===== config.mk =====
export PLATFORM = sky130hd
export DESIGN_NAME = tcw_fifo
export DESIGN_NICKNAME = d
export VERILOG_FILES = /design/src/sv/tcw_fifo.sv
export SDC_FILE = /design/constraint.sdc
export NUM_CORES = 1
export LEC_CHECK = 0
export ABC_AREA = 1
export BUFFER_PORTS_ARGS = -buffer_cell sky130_fd_sc_hd__buf_2
export CORE_MARGIN = 8
export CORE_UTILIZATION = 49
export DETAILED_ROUTE_END_ITERATION = 10
export GPL_TIMING_DRIVEN = 0
export PLACE_DENSITY = 0.73
export SYNTH_ARGS = -nofsm -noshare
export SYNTH_HDL_FRONTEND = slang
export SYNTH_SLANG_ARGS = --single-unit
export TNS_END_PERCENT = 10

===== constraint.sdc =====
create_clock -name i_clk -period 1.63 [get_ports i_clk]
set_input_delay 0.0815 -clock i_clk [delete_from_list [all_inputs] [get_ports i_clk]]
set_output_delay 0.0815 -clock i_clk [all_outputs]
set_load 0.01 [all_outputs]

===== src/sv/tcw_fifo.sv =====
// tcw_fifo: small synchronous queue for packed items
// used for the command queue and the result queue; no package needed
`timescale 1ns / 1ps

module tcw_fifo #(
    parameter int WIDTH = 8,
    parameter int DEPTH = 2
) (
    input  logic             i_clk,
    input  logic             i_rst_n,
    input  logic             i_push,
    input  logic [WIDTH-1:0] i_data,
    output logic             o_full,
    input  logic             i_pop,
    output logic [WIDTH-1:0] o_data,
    output logic             o_empty
);

    localparam int PTR_W = (DEPTH > 1) ? $clog2(DEPTH) : 1;
    localparam int CNT_W = $clog2(DEPTH + 1);

    logic [WIDTH-1:0] r_mem [DEPTH];
    logic [PTR_W-1:0] r_wr;
    logic [PTR_W-1:0] r_rd;
    logic [CNT_W-1:0] r_count;
    logic             do_push;
    logic             do_pop;

    assign o_full  = (r_count == CNT_W'(DEPTH));
    assign o_empty = (r_count == '0);
    assign do_push = i_push && !o_full;
    assign do_pop  = i_pop && !o_empty;
    assign o_data  = r_mem[r_rd];

    always_ff @(posedge i_clk) begin
        if (!i_rst_n) begin
            r_wr    <= '0;
            r_rd    <= '0;
            r_count <= '0;
        end else begin
            if (do_push) begin
                r_wr <= (r_wr == PTR_W'(DEPTH - 1)) ? '0 : r_wr + PTR_W'(1);
            end
            if (do_pop) begin
                r_rd <= (r_rd == PTR_W'(DEPTH - 1)) ? '0 : r_rd + PTR_W'(1);
            end
            if (do_push && !do_pop) begin
                r_count <= r_count + CNT_W'(1);
            end else if (do_pop && !do_push) begin
                r_count <= r_count - CNT_W'(1);
            end
        end
    end

    always_ff @(posedge i_clk) begin
        if (do_push) begin
            r_mem[r_wr] <= i_data;
        end
    end

endmodule


==> metrics.md <==
| Metric | Value |
|---|---|
| Longest Clk Path Bufs | 2 |
| Post-synth cell types | 15 |
| Post-CTS repair timing setup buffer count | 0 |
| Run status | finished clean |
| Die area | 3250 um^2 |
| Mapped Nets | 76 |
| Slew Limit Headroom | between 50 and 60% |
| Vias in the first global route | 596 |
| Final WL | 1460 um |
| Main flop type after synthesis | edfxtp_1 |
| DRC viols | 0 |
| Data required, critical path | 1.56 ns |
| Synthesized area per cell | 13.1 um^2 |
| Met2 routed WL | 808 um |
| Static Leak | 0.000446 uW |
| Commonest cells post-synth | edfxtp_1, nor2_1, inv_1, mux2_2, nand2_1 |
| Num CTS Buffers | 3 |
| Finished Layout Cells | approximately 110 |
| Gr ovfl total | 0 |
| Clk_skew | 0.00120 ns |
| Share of the synthesized area in the top cell type | 58.4% |
| Post-CTS Hold Fix Bufs | 8 |
| CTS resizes | 0 |
| M1 WL | 564 um |
| CTS tree | yes |
| Via/cell ratio | 5.00 |
| Flops & latches, synth | 21 |
| Leading area contributor after synthesis | edfxtp_1 |
| Largest net degree at the start of global routing | 12 |
| WS Path Type | reg -> reg |
| # setup viols final | 0 |
| Total Routing Usage GR | 9.68% |
| Cell area after synthesis | 823 um^2 |
| Row Count | 15 |
| Top Layer Used | met4 |
| Drt first-iter violations | 5 |
| Achievable Freq | 682 MHz |
| Nets@finish | 110 |
| Worst skew pair latency | between 0.2 and 0.3 ns |
| Setup TNS | 0 ns |
| Max Cap Viol | 0 |
| Startpoint types | flop |
| Tcrit/Tclk final | 89.9% |
| Initial antenna violation count | 0 |
| Wirelength per Cell | 12.9 um |
| Met3 wire len | about 70 um |
| CTS H-tree depth | 1 |
| Period minus WS final | 1.47 ns |
| Number of synthesized flops with an enable pin | 16 |
| DR vias | ~570 |
| First-pass GRT wire length | approximately 2500 um |
| Starting density of the core | 49.8% |
| Share of cells above drive strength 1 | between 30% and 40% |
| Boundary Pins | 22 |
| Tightest hold margin | roughly 0.053 ns |
| DRT Pass-1 Iters | 4 |
| Syn-to-layout area delta | 28.3% |
| # diodes | 0 |
| Die W | 57.0 um |
| Placer Congestion | between 0.6 and 0.7 |
| Most frequent cell after synthesis | edfxtp_1 |
| Clock-pin slew on the worst setup and hold paths | approximately 0.1 ns |
| VDD IR max | 0.000783 V |
| RSZ-0062 raised after global routing | no |
| HPWL Detailed | 1130 um |
| Main area contributors after synthesis | edfxtp_1, dfxtp_1, mux2_2, nor2_1, inv_1 |
| Die H | between 50 and 60 um |
| Arrival time at the worst endpoint | ~1.4 ns |
| Pwr/cell area | 1360 nW/um^2 |
| Synthesized instance count | 63 |
| Final Max Slew Viols | 0 |
| Final Hold Vio Count | 0 |
| Seq/Total Area, Yosys | 70.5% |
| Core area | 1650 um^2 |
| Layout Utilization | 63.9% |
| Dpl cells | 101 |
| Min-delay worst type | in -> reg |
| Dpl ws | 0.134 ns |
| Worst-Margin Slew | 0.689 ns |
| Clock sinks | 21 |
| Root Driver | clkbuf_4 |
| Setup slack after layout | roughly 0.16 ns |
| Fillers | ~150 |
| IO buf count | 21 |
| FFs w/ async S/R, synth | 0% |
| Crit end category | flop |
| Syn. warnings | 0 |
| ANT nets after route | 0 |
| CP Max Fanout | 8 |
[layout by cell type, fill, tap and decap left out]
cell,count
nand3_1,1
inv_1,8
buf_2,22
dlygate4sd3_1,8
edfxtp_1,16
mux2_2,8
nand4_1,1
o21ai_0,2
nor2_1,10
inv_2,1
dfxtp_1,5
nand2_1,6
o21ai_2,1
clkbuf_1,1
ha_1,1
clkbuf_4,3
a21oi_1,1
nor2_2,1
[report_power, final]
part           internal [uW]  leakage (uW)  switching, uW
Clock                   95.0     0.0000150            138
Combinational            207      0.000241            265
Sequential               684      0.000191           46.2
Total                    986      0.000446            449
[final timing paths]
kind,cells past startpoint,startpoint,slack (ns),end
setup / recovery,2,r_count[0]$_SDFFE_PN0P_,0.16,r_mem[0][1]$_DFFE_PP_
hold / removal,3,i_rst_n,0.05,r_count[1]$_SDFFE_PN0P_
setup reg to reg,2,r_count[0]$_SDFFE_PN0P_,0.16,r_mem[0][1]$_DFFE_PP_
hold reg to reg,2,r_rd$_SDFFE_PN0P_,0.52,flop
[flip-flops by register name, indices dropped and copies added (netlist names), named ones only]
register,flops
r_wr,1
r_count,2
r_mem,16
r_rd,1
[per-stage QoR]
stage / area, um^2 / total power, uW
CTS: 1060 / 1460
floorplan: 823 / 1050
detailed placement: 950 / 1210
finish: 1060 / 1430
global placement: 950 / 1190
global route: 1060 / 1540
[routing by layer]
layer | GRT usage, % | vias to the layer above
met5 | 0 | -
met4 | 5.03 | 0
met3 | 4.21 | 2
met2 | 17.7 | 12
met1 | 8.65 | 273
li1 | - | 278
[cell type report]
type | instances | area, um^2 | share of cell area, %
Inverter | 9 | 33.8 | 3.20
Tap cell | 17 | 21.3 | 2.01
Multi-Input combinational cell | 32 | 204 | 19.3
Sequential cell | 21 | 581 | 55.0
Timing Repair Buffer | 29 | 185 | 17.5
Clock buffer | 4 | 26.3 | 2.49
Buffer | 1 | 5.00 | 0.474
[cells by family (layout without fill, tap and decap cells)]
family,after synthesis,in the layout,share of synthesized area [%]
and+or+nand+nor,19,19,9.42
buffers and inverters,10,43,4.71
adders and majority gates,1,1,1.52
AOI/OAI and AO/OA,4,4,2.89
DFF,21,21,70.5
muxes,8,8,10.9
[worst max-delay path, stage by stage (launching register included)]
cell and delay (ns):
dfxtp_1 0.45, o21ai_2 0.12, nor2_1 0.54
Power figures use the tool's default switching activity.
