`src/sv/tcw_pkg.sv`:
```
// tcw_pkg: shared types and constants of the text console writer
// used by tcw_front, tcw_back and the top level; depends on nothing
`timescale 1ns / 1ps

package tcw_pkg;

    localparam int POS_W  = 13;
    localparam int COL_W  = 7;
    localparam int ROW_W  = 6;
    localparam int CELL_W = 16;
    localparam int QUEUE_DEPTH = 2;

    localparam logic [7:0]  CHAR_BS    = 8'h08;
    localparam logic [7:0]  CHAR_TAB   = 8'h09;
    localparam logic [7:0]  CHAR_NL    = 8'h0A;
    localparam logic [7:0]  CHAR_SPACE = 8'h20;
    localparam logic [15:0] RESET_CELL = 16'h0F20;

    localparam logic [6:0] RESET_ROWS = 7'd25;
    localparam logic [7:0] RESET_COLS = 8'd80;
    localparam logic [7:0] RESET_ATTR = 8'h0F;

    typedef enum logic [1:0] {
        OP_PUT   = 2'd0,
        OP_CLEAR = 2'd1,
        OP_READ  = 2'd2
    } t_opcode;

    typedef enum logic [1:0] {
        REG_ROWS = 2'd0,
        REG_COLS = 2'd1,
        REG_ATTR = 2'd2
    } t_reg_idx;

    typedef enum logic [2:0] {
        K_PRINT,
        K_BACK,
        K_TAB,
        K_NEWLINE,
        K_IGNORE,
        K_CLEAR,
        K_READ,
        K_NOP
    } t_kind;

    typedef enum logic [2:0] {
        S_INIT,
        S_IDLE,
        S_EXEC,
        S_SCROLL_MUL,
        S_COPY,
        S_FILL
    } t_state;

    typedef struct packed {
        t_kind       kind;
        logic [7:0]  char_code;
        logic [12:0] cell_address;
        logic        in_store;
    } t_cmd;

    typedef struct packed {
        logic [POS_W-1:0]  cursor_position;
        logic [COL_W-1:0]  cursor_column;
        logic [ROW_W-1:0]  cursor_row;
        logic              scrolled;
        logic [CELL_W-1:0] read_cell;
    } t_res;

    typedef struct packed {
        logic [6:0] rows;
        logic [7:0] cols;
        logic [7:0] attr;
    } t_cfg;

endpackage

```
`src/sv/tcw_front.sv`:
```
// tcw_front: accepts input items and sorts them into engine commands
// depends on tcw_pkg; feeds the command queue
`timescale 1ns / 1ps

module tcw_front #(
    parameter int STORE_DEPTH = 8192
) (
    input  logic          i_push,
    input  logic [1:0]    i_opcode,
    input  logic [7:0]    i_char_code,
    input  logic [12:0]   i_cell_address,
    input  logic          i_init_busy,
    input  logic          i_cmd_full,
    output logic          o_full,
    output logic          o_cmd_push,
    output tcw_pkg::t_cmd o_cmd
);

    assign o_full     = i_init_busy || i_cmd_full;
    assign o_cmd_push = i_push && !o_full;

    always_comb begin
        o_cmd.char_code    = i_char_code;
        o_cmd.cell_address = i_cell_address;
        o_cmd.in_store     = (32'(i_cell_address) < 32'(STORE_DEPTH));
        case (i_opcode)
            tcw_pkg::OP_PUT: begin
                case (i_char_code)
                    tcw_pkg::CHAR_BS:  o_cmd.kind = tcw_pkg::K_BACK;
                    tcw_pkg::CHAR_TAB: o_cmd.kind = tcw_pkg::K_TAB;
                    tcw_pkg::CHAR_NL:  o_cmd.kind = tcw_pkg::K_NEWLINE;
                    default: begin
                        if (i_char_code inside {[tcw_pkg::CHAR_SPACE:8'hFF]}) begin
                            o_cmd.kind = tcw_pkg::K_PRINT;
                        end else begin
                            o_cmd.kind = tcw_pkg::K_IGNORE;
                        end
                    end
                endcase
            end
            tcw_pkg::OP_CLEAR: o_cmd.kind = tcw_pkg::K_CLEAR;
            tcw_pkg::OP_READ:  o_cmd.kind = tcw_pkg::K_READ;
            default:           o_cmd.kind = tcw_pkg::K_NOP;
        endcase
    end

endmodule

```
`config.mk`:
```
export PLATFORM = sky130hd
export DESIGN_NAME = tcw_front
export DESIGN_NICKNAME = d
export VERILOG_FILES = /design/src/sv/tcw_pkg.sv /design/src/sv/tcw_front.sv
export SDC_FILE = /design/constraint.sdc
export NUM_CORES = 1
export LEC_CHECK = 0
export ABC_AREA = 1
export BUFFER_PORTS_ARGS = -buffer_cell sky130_fd_sc_hd__buf_4
export CAP_MARGIN = 10
export CORE_AREA = 5 5 42 44
export DETAILED_ROUTE_END_ITERATION = 10
export DIE_AREA = 0 0 47 49
export PLACE_DENSITY = 0.73
export SYNTH_ARGS = -nofsm -noshare
export SYNTH_HDL_FRONTEND = slang
export SYNTH_SLANG_ARGS = --single-unit
```
`constraint.sdc`:
```
create_clock -name vclk -period 1.2
set_input_delay 0.06 -clock vclk [all_inputs]
set_output_delay 0.06 -clock vclk [all_outputs]
set_load 0.03 [all_outputs]
```
==> run summary <==
Worst setup SP type: input port
Delay-heaviest family, CP: buffers and inverters
Die footprint: 2300 um^2
First DRT Iteration DRCs: 0
Setup violations, final: 0
Vias in the first global route: 257
FFs & Latches: 0
Most common cell after layout, fill and taps aside: buf_4
Most frequent cells in the layout: buf_4 (25), nand2_1 (13), nor2_1 (7)
Top Ports: 53
Place WS: 0.0737 ns
Site row count: 14
CTS Hold Buffers Added: 0
DRC: 0
Post-layout minimum cycle time: 1.07 ns
Placed Cells: 76
Leakage: 0.231 nW
Post-Route WL: 698 um
Synth Area per Inst: 5.97 um^2
Die Ht: 49 um
Routed via count: 293
Setup TNS: 0 ns
Critical Path Sink Type: output pin
Synth Cell Area: 334 um^2
1st-pass router iterations: 1
Critical path class: input port to output pin
Slowest CP cell: bufinv_8
Antenna fix cells: 0
Largest stage delay on the critical path: 0.17 ns
Antenna violations before repair: 0
Grt ovf: 0
DR WL/cell: 9.18 um
FF/Latch Area: 0 um^2
NumNets Final: 90
IO Port Bufs: 26
Layout clock buffers: 0
HPWL Detailed: 650 um
Class of the worst hold path: input port to output pin
Seq/Total Area, Yosys: 0%
Max Cap Violations: 0
Final GP Congestion: 0.604
Crit path max fanout: 3
Pwr/cell area: 461 nW/um^2
Via density: 3.86
Cell variety after synth: 11
Worst path buffer plus inverter count: 4
Total GRT Usage: 5.54%
First-pass GRT wire length: 1060 um
CORE AREA: 1400 um^2
CP Cell Sequence: buf_4 -> bufinv_8 -> ha_1 -> inv_2 -> nor2_1 -> nand3_1 -> nand2_1 -> nand2_1 -> nand2_1 -> buf_6
VDD IR max: 0.175 mV
Mapped Nets: 84
WP data required: 1.14 ns
Filler Cell Count: 174
ANT nets after route: 0
Ys Warns: 0
Die W: 47 um
Worst Path Arrival: 1.01 ns
Yosys top cell area share: 49.4%
Final setup margin: 0.131 ns
Post-synth top area cell: buf_4
Final hold viol count: 0
Initial Utilization: 23.8%
Status: completed
Fmax achieved: 935 MHz
Share of cells above drive strength 1: 50.0%
Fin cells: 76
Period Utilization, post-route: 89.1%
Post-synthesis cell count: 56
Syn-to-layout area delta: 16.1%
Top post-synthesis cells by area: buf_4 (49%), nand2_1 (15%), nor2_1 (7.9%), ha_1 (7.5%), bufinv_8 (5.2%)
Fin. max-slew vios: 0
RSZ-0062 raised after global routing: no
CP most frequent cell: nand2_1
Largest net degree at the start of global routing: 5
-- power by group --
part,internal (W),switching [W],leakage (nW)
Combinational,0.0000792,0.0000996,0.231
Clock,0,0,0
Sequential,0,0,0
-- synthesized netlist by cell type --
master	n
nand3_1	2
nor2_1	7
conb_1	1
bufinv_8	1
inv_1	4
nand2_1	13
buf_4	22
nor2_2	2
clkinv_1	1
ha_1	2
or2_1	1
-- what timing repair did --
action | 4_1_cts | 5_1_grt
setup buffers | 0 | 0
resized for setup | 0 | 2
endpoints found under the setup margin | 0 | 1
-- area by class of cell --
class,instances,area (um^2),share of cell area [%]
repair buffers,26,199,51.3
multi-input cells,28,133,34.2
inverters,6,36.3,9.35
well taps,16,20.0,5.16
-- per-stage QoR --
stage	hold slack (ns)	total power [W]	area, um^2	utilization [%]
floorplan	0.252	0.000197	334	-
global placement	0.120	0.000177	384	27.4
detailed placement	0.120	0.000179	384	27.4
CTS	0.120	0.000179	384	27.4
global route	0.120	0.000192	388	27.7
finish	0.120	0.000179	388	27.7
-- path summary, 6_finish.rpt --
path	from	to	slack (ns)	cells after the start
setup / recovery	i_opcode[1]	o_cmd[23]	0.13	10
hold / removal	i_cell_address[12]	o_cmd[13]	0.12	0
-- kinds of logic (layout without fill, tap and decap cells) --
group                    count (synthesis)  in the layout  synth area share, %
buffers and inverters                   28             32                 60.3
adder cells (fa/ha/maj)                  2              2                 7.49
other                                    1              1                 1.12
AND/OR/NAND/NOR                         25             25                 31.1
-- per-layer routing --
metal	global-route usage [%]	up-vias	wire (um)
met2	9.50	21	323
met5	0	-	0
met1	6.30	116	220
met4	2.30	0	23
met3	1.11	6	131
li1	-	150	-
Power figures use the tool's default switching activity.
